$ cat src/rtl/fresr_pkg.sv
// ----------------------------------------------------------------------------
// fresr_pkg
// Widths and constants shared by the Fresnel reflectance pipeline.
// ----------------------------------------------------------------------------
package fresr_pkg;

    localparam int SQ_RAD_W  = 58;   // radicand, Q.56 padded to even width
    localparam int SQ_ROOT_W = 29;   // root, Q.28
    localparam int SQ_REM_W  = 31;   // partial remainder

    localparam int IDX_W     = 16;   // refractive index, Q4.12
    localparam int COS_W     = 29;   // cosines and sines, Q.28
    localparam int SINT_W    = 28;   // transmitted sine below one
    localparam int PROD_W    = 45;   // index times Q.28 value
    localparam int RDEN_W    = 46;   // ratio numerator and denominator
    localparam int RQ_W      = 17;   // ratio quotient, Q.16 up to 1.0
    localparam int TQ_W      = 28;   // transmitted sine quotient bits

    localparam logic [SQ_RAD_W-1:0] ONE_Q56 = SQ_RAD_W'(1) << 56;
    localparam logic [COS_W-1:0]    ONE_Q28 = COS_W'(1) << 28;
    localparam logic [RQ_W-1:0]     ONE_Q16 = RQ_W'(1) << 16;
    localparam logic [15:0]         REFL_ONE = 16'h8000;

endpackage

$ cat src/rtl/fresr_sqrt_cell.sv
// ----------------------------------------------------------------------------
// fresr_sqrt_cell
// One step of a digit-by-digit square root: retires one root bit per cycle while i_en is high.
// ----------------------------------------------------------------------------
module fresr_sqrt_cell #(
    parameter int SW = 1
) (
    input  logic                           i_clk,
    input  logic                           i_rst_n,
    input  logic                           i_en,
    input  logic                           i_valid,
    input  logic [fresr_pkg::SQ_REM_W-1:0]  i_rem,
    input  logic [fresr_pkg::SQ_ROOT_W-1:0] i_root,
    input  logic [fresr_pkg::SQ_RAD_W-1:0]  i_rad,
    input  logic [SW-1:0]                  i_side,
    output logic                           o_valid,
    output logic [fresr_pkg::SQ_REM_W-1:0]  o_rem,
    output logic [fresr_pkg::SQ_ROOT_W-1:0] o_root,
    output logic [fresr_pkg::SQ_RAD_W-1:0]  o_rad,
    output logic [SW-1:0]                  o_side
);
    import fresr_pkg::*;

    localparam int TW = SQ_REM_W + 2;

    logic [TW-1:0]        t;
    logic [TW-1:0]        trial;
    logic                 ge;
    logic [SQ_REM_W-1:0]  n_rem;
    logic [SQ_ROOT_W-1:0] n_root;

    logic                 r_valid;
    logic [SQ_REM_W-1:0]  r_rem;
    logic [SQ_ROOT_W-1:0] r_root;
    logic [SQ_RAD_W-1:0]  r_rad;
    logic [SW-1:0]        r_side;

    always_comb begin
        t      = {i_rem, i_rad[SQ_RAD_W-1 -: 2]};
        trial  = {2'b00, i_root, 2'b01};
        ge     = (t >= trial);
        n_rem  = ge ? SQ_REM_W'(t - trial) : SQ_REM_W'(t);
        n_root = {i_root[SQ_ROOT_W-2:0], ge};
    end

    always_ff @(posedge i_clk) begin
        if (!i_rst_n) begin
            r_valid <= 1'b0;
        end else if (i_en) begin
            r_valid <= i_valid;
        end
    end

    always_ff @(posedge i_clk) begin
        if (i_en) begin
            r_rem  <= n_rem;
            r_root <= n_root;
            r_rad  <= {i_rad[SQ_RAD_W-3:0], 2'b00};
            r_side <= i_side;
        end
    end

    assign o_valid = r_valid;
    assign o_rem   = r_rem;
    assign o_root  = r_root;
    assign o_rad   = r_rad;
    assign o_side  = r_side;

endmodule

$ cat src/rtl/fresr_sqrt.sv
// ----------------------------------------------------------------------------
// fresr_sqrt
// Row of square root cells, floor root of a Q.56 value, one bit per cell.
// ----------------------------------------------------------------------------
module fresr_sqrt #(
    parameter int SW = 1
) (
    input  logic                           i_clk,
    input  logic                           i_rst_n,
    input  logic                           i_en,
    input  logic                           i_valid,
    input  logic [fresr_pkg::SQ_RAD_W-1:0]  i_rad,
    input  logic [SW-1:0]                  i_side,
    output logic                           o_valid,
    output logic [fresr_pkg::SQ_ROOT_W-1:0] o_root,
    output logic [SW-1:0]                  o_side
);
    import fresr_pkg::*;

    localparam int N = SQ_ROOT_W;

    logic                 c_valid [N+1];
    logic [SQ_REM_W-1:0]  c_rem   [N+1];
    logic [SQ_ROOT_W-1:0] c_root  [N+1];
    logic [SQ_RAD_W-1:0]  c_rad   [N+1];
    logic [SW-1:0]        c_side  [N+1];

    assign c_valid[0] = i_valid;
    assign c_rem[0]   = '0;
    assign c_root[0]  = '0;
    assign c_rad[0]   = i_rad;
    assign c_side[0]  = i_side;

    for (genvar g = 0; g < N; g++) begin : g_cell
        fresr_sqrt_cell #(.SW(SW)) u_cell (
            .i_clk   (i_clk),
            .i_rst_n (i_rst_n),
            .i_en    (i_en),
            .i_valid (c_valid[g]),
            .i_rem   (c_rem[g]),
            .i_root  (c_root[g]),
            .i_rad   (c_rad[g]),
            .i_side  (c_side[g]),
            .o_valid (c_valid[g+1]),
            .o_rem   (c_rem[g+1]),
            .o_root  (c_root[g+1]),
            .o_rad   (c_rad[g+1]),
            .o_side  (c_side[g+1])
        );
    end

    assign o_valid = c_valid[N];
    assign o_root  = c_root[N];
    assign o_side  = c_side[N];

endmodule

$ cat config.mk
export PLATFORM = sky130hd
export DESIGN_NAME = fresr_sqrt
export DESIGN_NICKNAME = d
export VERILOG_FILES = /design/src/rtl/fresr_pkg.sv /design/src/rtl/fresr_sqrt_cell.sv /design/src/rtl/fresr_sqrt.sv
export SDC_FILE = /design/constraint.sdc
export NUM_CORES = 2
export LEC_CHECK = 0
export BUFFER_PORTS_ARGS = -buffer_cell sky130_fd_sc_hd__clkbuf_2
export CORE_ASPECT_RATIO = 1.25
export CORE_UTILIZATION = 47
export CTS_BUF_LIST = sky130_fd_sc_hd__clkbuf_8
export DETAILED_ROUTE_END_ITERATION = 10
export PLACE_DENSITY = 0.59
export SLEW_MARGIN = 20
export SYNTH_ARGS = -nofsm -noshare
export SYNTH_HDL_FRONTEND = slang
export SYNTH_SLANG_ARGS = --single-unit
$ cat constraint.sdc
create_clock -name i_clk -period 9.2 [get_ports i_clk]
set_clock_uncertainty 0.15 [all_clocks]
set_input_delay 0.46 -clock i_clk [delete_from_list [all_inputs] [get_ports i_clk]]
set_output_delay 0.46 -clock i_clk [all_outputs]
set_load 0.02 [all_outputs]
==> reports/results.ini <==
[status]
status=finished clean

[synth]
synth_top_family_by_area=simple AND/OR/NAND/NOR gates
synthXorXnorAreaFrac=0.0599
synth.avg_cell_area_sq_um=13.0
ys_seq_area_frac=0.647
synthMuxAreaShare=0.0115
synth_compound_area_frac=0.0911
ys.flop_type=edfxtp_1
synth_edf_count=2100
async_reset_ff_frac=0
ys_seq_elements=2129
syn_area_sq_um=98400
synth_top_cell_by_area=edfxtp_1
yosys.area_share.simple=0.102
synthAdderAreaFrac=0.0591
synth_area_leaders=edfxtp_1, ha_1, xor2_1
synthCells=7552
synth_nets=8080
synth_top_area_frac=0.641
synth_cell_types=85
yosys_warnings=0

[route]
routed_wirelength_um=195000
drt_drc_violations_left=0
wl_per_cell_um=17.8
viasPerCell=5.34
routed-via-count=58600
dr.first_iter.drc_count=3753
first_pass_iters=8
drtAntennaViolNets=0

[clocking]
numCtsBuffers=342
clk_path_buf_depth=4
root_buffer=clkbuf_8
clkLatencyLatePin_ps=940
tritoncts=yes
path_clk_slew_ps=60
clock-sinks=2129
cts_resized=0
h-tree-depth=5

[global_routing]
grt-ovfl-total=0
grt_pass1_wl_um=310000
grt_usage=0.183
grt_max_degree=214
grt_antenna_before_repair=4
grt_pass1_vias=59000

[flow_run]
maxCapViolations=0

[sta]
hold_violations=0
min_period_ps=4590
timing.setup.tns_ps=0
timing.final.crit_share=0.499
max_freq_mhz=218
setup_violations=0
relSlewSlack=0.258
rsz0062_at_grt=false
slew_viol_final=0
tightestPinTransition_ps=1110
fin_ws_ps=4610

[min_path]
min_from=i_rad[31]
min_path_type=in -> reg

[floorplan]
initial_core_util=0.473
io_pins=94
die_y_um=514
dieWidth_um=411
fp-row-count=187
die-area_sq_um=211000
coreArea_sq_um=208000

[critical_path]
cp-end-kind=flop
critPathBufInv=1
startpoint=g_cell[24].u_cell.o_rem[0]
cp_slowest_cell=a2111oi_0
cpLargestDelayFamily=compound AO/OA/AOI/OAI gates
start_kind=flop
crit_path_max_incr_delay_ps=890
arrival_ps=5100
criticalPathCategory=reg -> reg
regToRegStartpoint=g_cell[24].u_cell.o_rem[0]
cp_cell_sequence=ha_1 -> o21ai_0 -> a2111oi_0 -> o21ai_0 -> o21ai_1 -> a31oi_1 -> o31ai_1 -> a41oi_4 -> buf_4 -> nor4_1 -> xor2_1
cp.required_ps=9710
cp_max_fo=55
timing.critical_path.mode_cell=o21ai_0

[placement]
gp_congestion=0.878
place.port_buffers=93
place_hpwl_um=138000
preCtsSetupSlack_ps=4670

[layout]
multi_input_area_sq_um=31900
seq_area_sq_um=63600
area_growth_pct=11.4
fillers=17800
nets=8491
drive_above_1_share=0.0846

[power]
p_leak_nw=42.2
peakVddDrop_uv=152
p_per_area_nw_per_um2=231

## cells by family (layout without fill, tap and decap cells)
group | after synthesis | after routing
fa+ha+maj | 465 | 465
compound gates | 1438 | 1438
flops | 2129 | 2129
buf+inv | 749 | 1425
mux | 105 | 105
other cells | 1 | 10
xor+xnor | 673 | 673
simple gates | 1992 | 1992
## through the flow
step                      instances  hold WS (ps)  instance area, sq um  power (mW)   util
after floorplan                7552           250                 98400        16.3      -
after global placement        10200           250                102000        17.8  0.491
after detailed placement      10200           255                102000        17.9  0.491
after CTS                     11000          3.16                110000        25.7  0.527
after global routing          11000          14.3                110000        26.7  0.527
final                         11000           106                110000        25.4  0.527
## cells in the mapped netlist (all sizes together) (21+ instances only)
library cell / count
edfxtp: 2100
inv: 569
nand2: 482
nor2: 467
ha: 465
a21oi: 440
o21ai: 372
xor2: 357
xnor2: 316
nor3: 197
a21o: 180
clkbuf: 134
nand3: 125
nor4: 121
nor2b: 101
nand2b: 90
o21a: 78
nand4: 76
or3: 74
mux2: 64
or4: 55
a211oi: 49
and3: 49
o31ai: 46
buf: 43
mux2i: 41
or2: 41
a31oi: 35
and2: 30
o211ai: 30
o21bai: 30
dfxtp: 29
a21boi: 27
nand3b: 21
## area by class of cell
cell class	count	area share
Antenna cell	9	0.000206
Clock inverter	256	0.0135
Multi-Input combinational cell	4674	0.291
Timing Repair Buffer	244	0.0188
Clock buffer	353	0.0443
Sequential cell	2129	0.581
Tap cell	2740	0.0313
Inverter	572	0.0196
## what timing repair did
action / CTS / global route
setup endpoints to repair: 0 / 0
buffers inserted: 0 / 0
hold buffers: 117 / 0
hold endpoints to repair: 237 / 0
## flip-flops by register name (all words and copies together), names as in the netlist
register and count:
g_cell.u_cell.o_root 435, g_cell.u_cell.o_valid 29, g_cell.u_cell.o_rad 812, g_cell.u_cell.o_rem 824
g_cell.u_cell.o_side 29
## placed cells by master, fill, tap and decap left out, drive strengths merged, types with 117 or more instances in the layout
| cell type | netlist | final |
|---|---|---|
| a21o | 180 | 180 |
| a21oi | 440 | 440 |
| clkbuf | 134 | 445 |
| clkinv | 3 | 129 |
| dlygate4sd3 | 0 | 117 |
| edfxtp | 2100 | 2100 |
| ha | 465 | 465 |
| inv | 569 | 674 |
| nand2 | 482 | 482 |
| nand3 | 125 | 125 |
| nor2 | 467 | 467 |
| nor3 | 197 | 197 |
| nor4 | 121 | 121 |
| o21ai | 372 | 372 |
| xnor2 | 316 | 316 |
| xor2 | 357 | 357 |
## worst register-to-register path, delay by kind of cell (launching register included)
| kind | cells | cell delay (ps) |
|---|---|---|
| buffers and inverters | 1 | 310 |
| adders and majority gates | 1 | 350 |
| DFF | 1 | 390 |
| xor gates and xnor gates | 1 | 110 |
| AOI/OAI and AO/OA | 7 | 2610 |
| and+or+nand+nor | 1 | 420 |
## power by group
group | leakage, nW | total [mW] | switching (mW) | internal, mW
logic | 18.2 | 4.83 | 2.79 | 2.04
registers | 20.4 | 12.9 | 0.769 | 12.1
clock network | 3.60 | 7.63 | 3.65 | 3.98
## final timing paths
check | endpoint | slack, ps | cells past startpoint
worst max-delay path | g_cell[25].u_cell.o_rem[30] | 4610 | 11
worst min-delay path | g_cell[0].u_cell.o_rad[33] | 110 | 2
worst max register to register | g_cell[25].u_cell.o_rem[30] | 4610 | 11
worst min register to register | g_cell[17].u_cell.o_rad[46] | 250 | 0
## metal layers
metal,GRT usage,wire length [um],vias to the layer above
met5,0,0,-
met1,0.210,78100,28200
li1,-,-,28800
met4,0.0723,6850,0
met3,0.0300,7690,417
met2,0.336,103000,1161
Note: power is estimated with default switching activity, not from simulation.
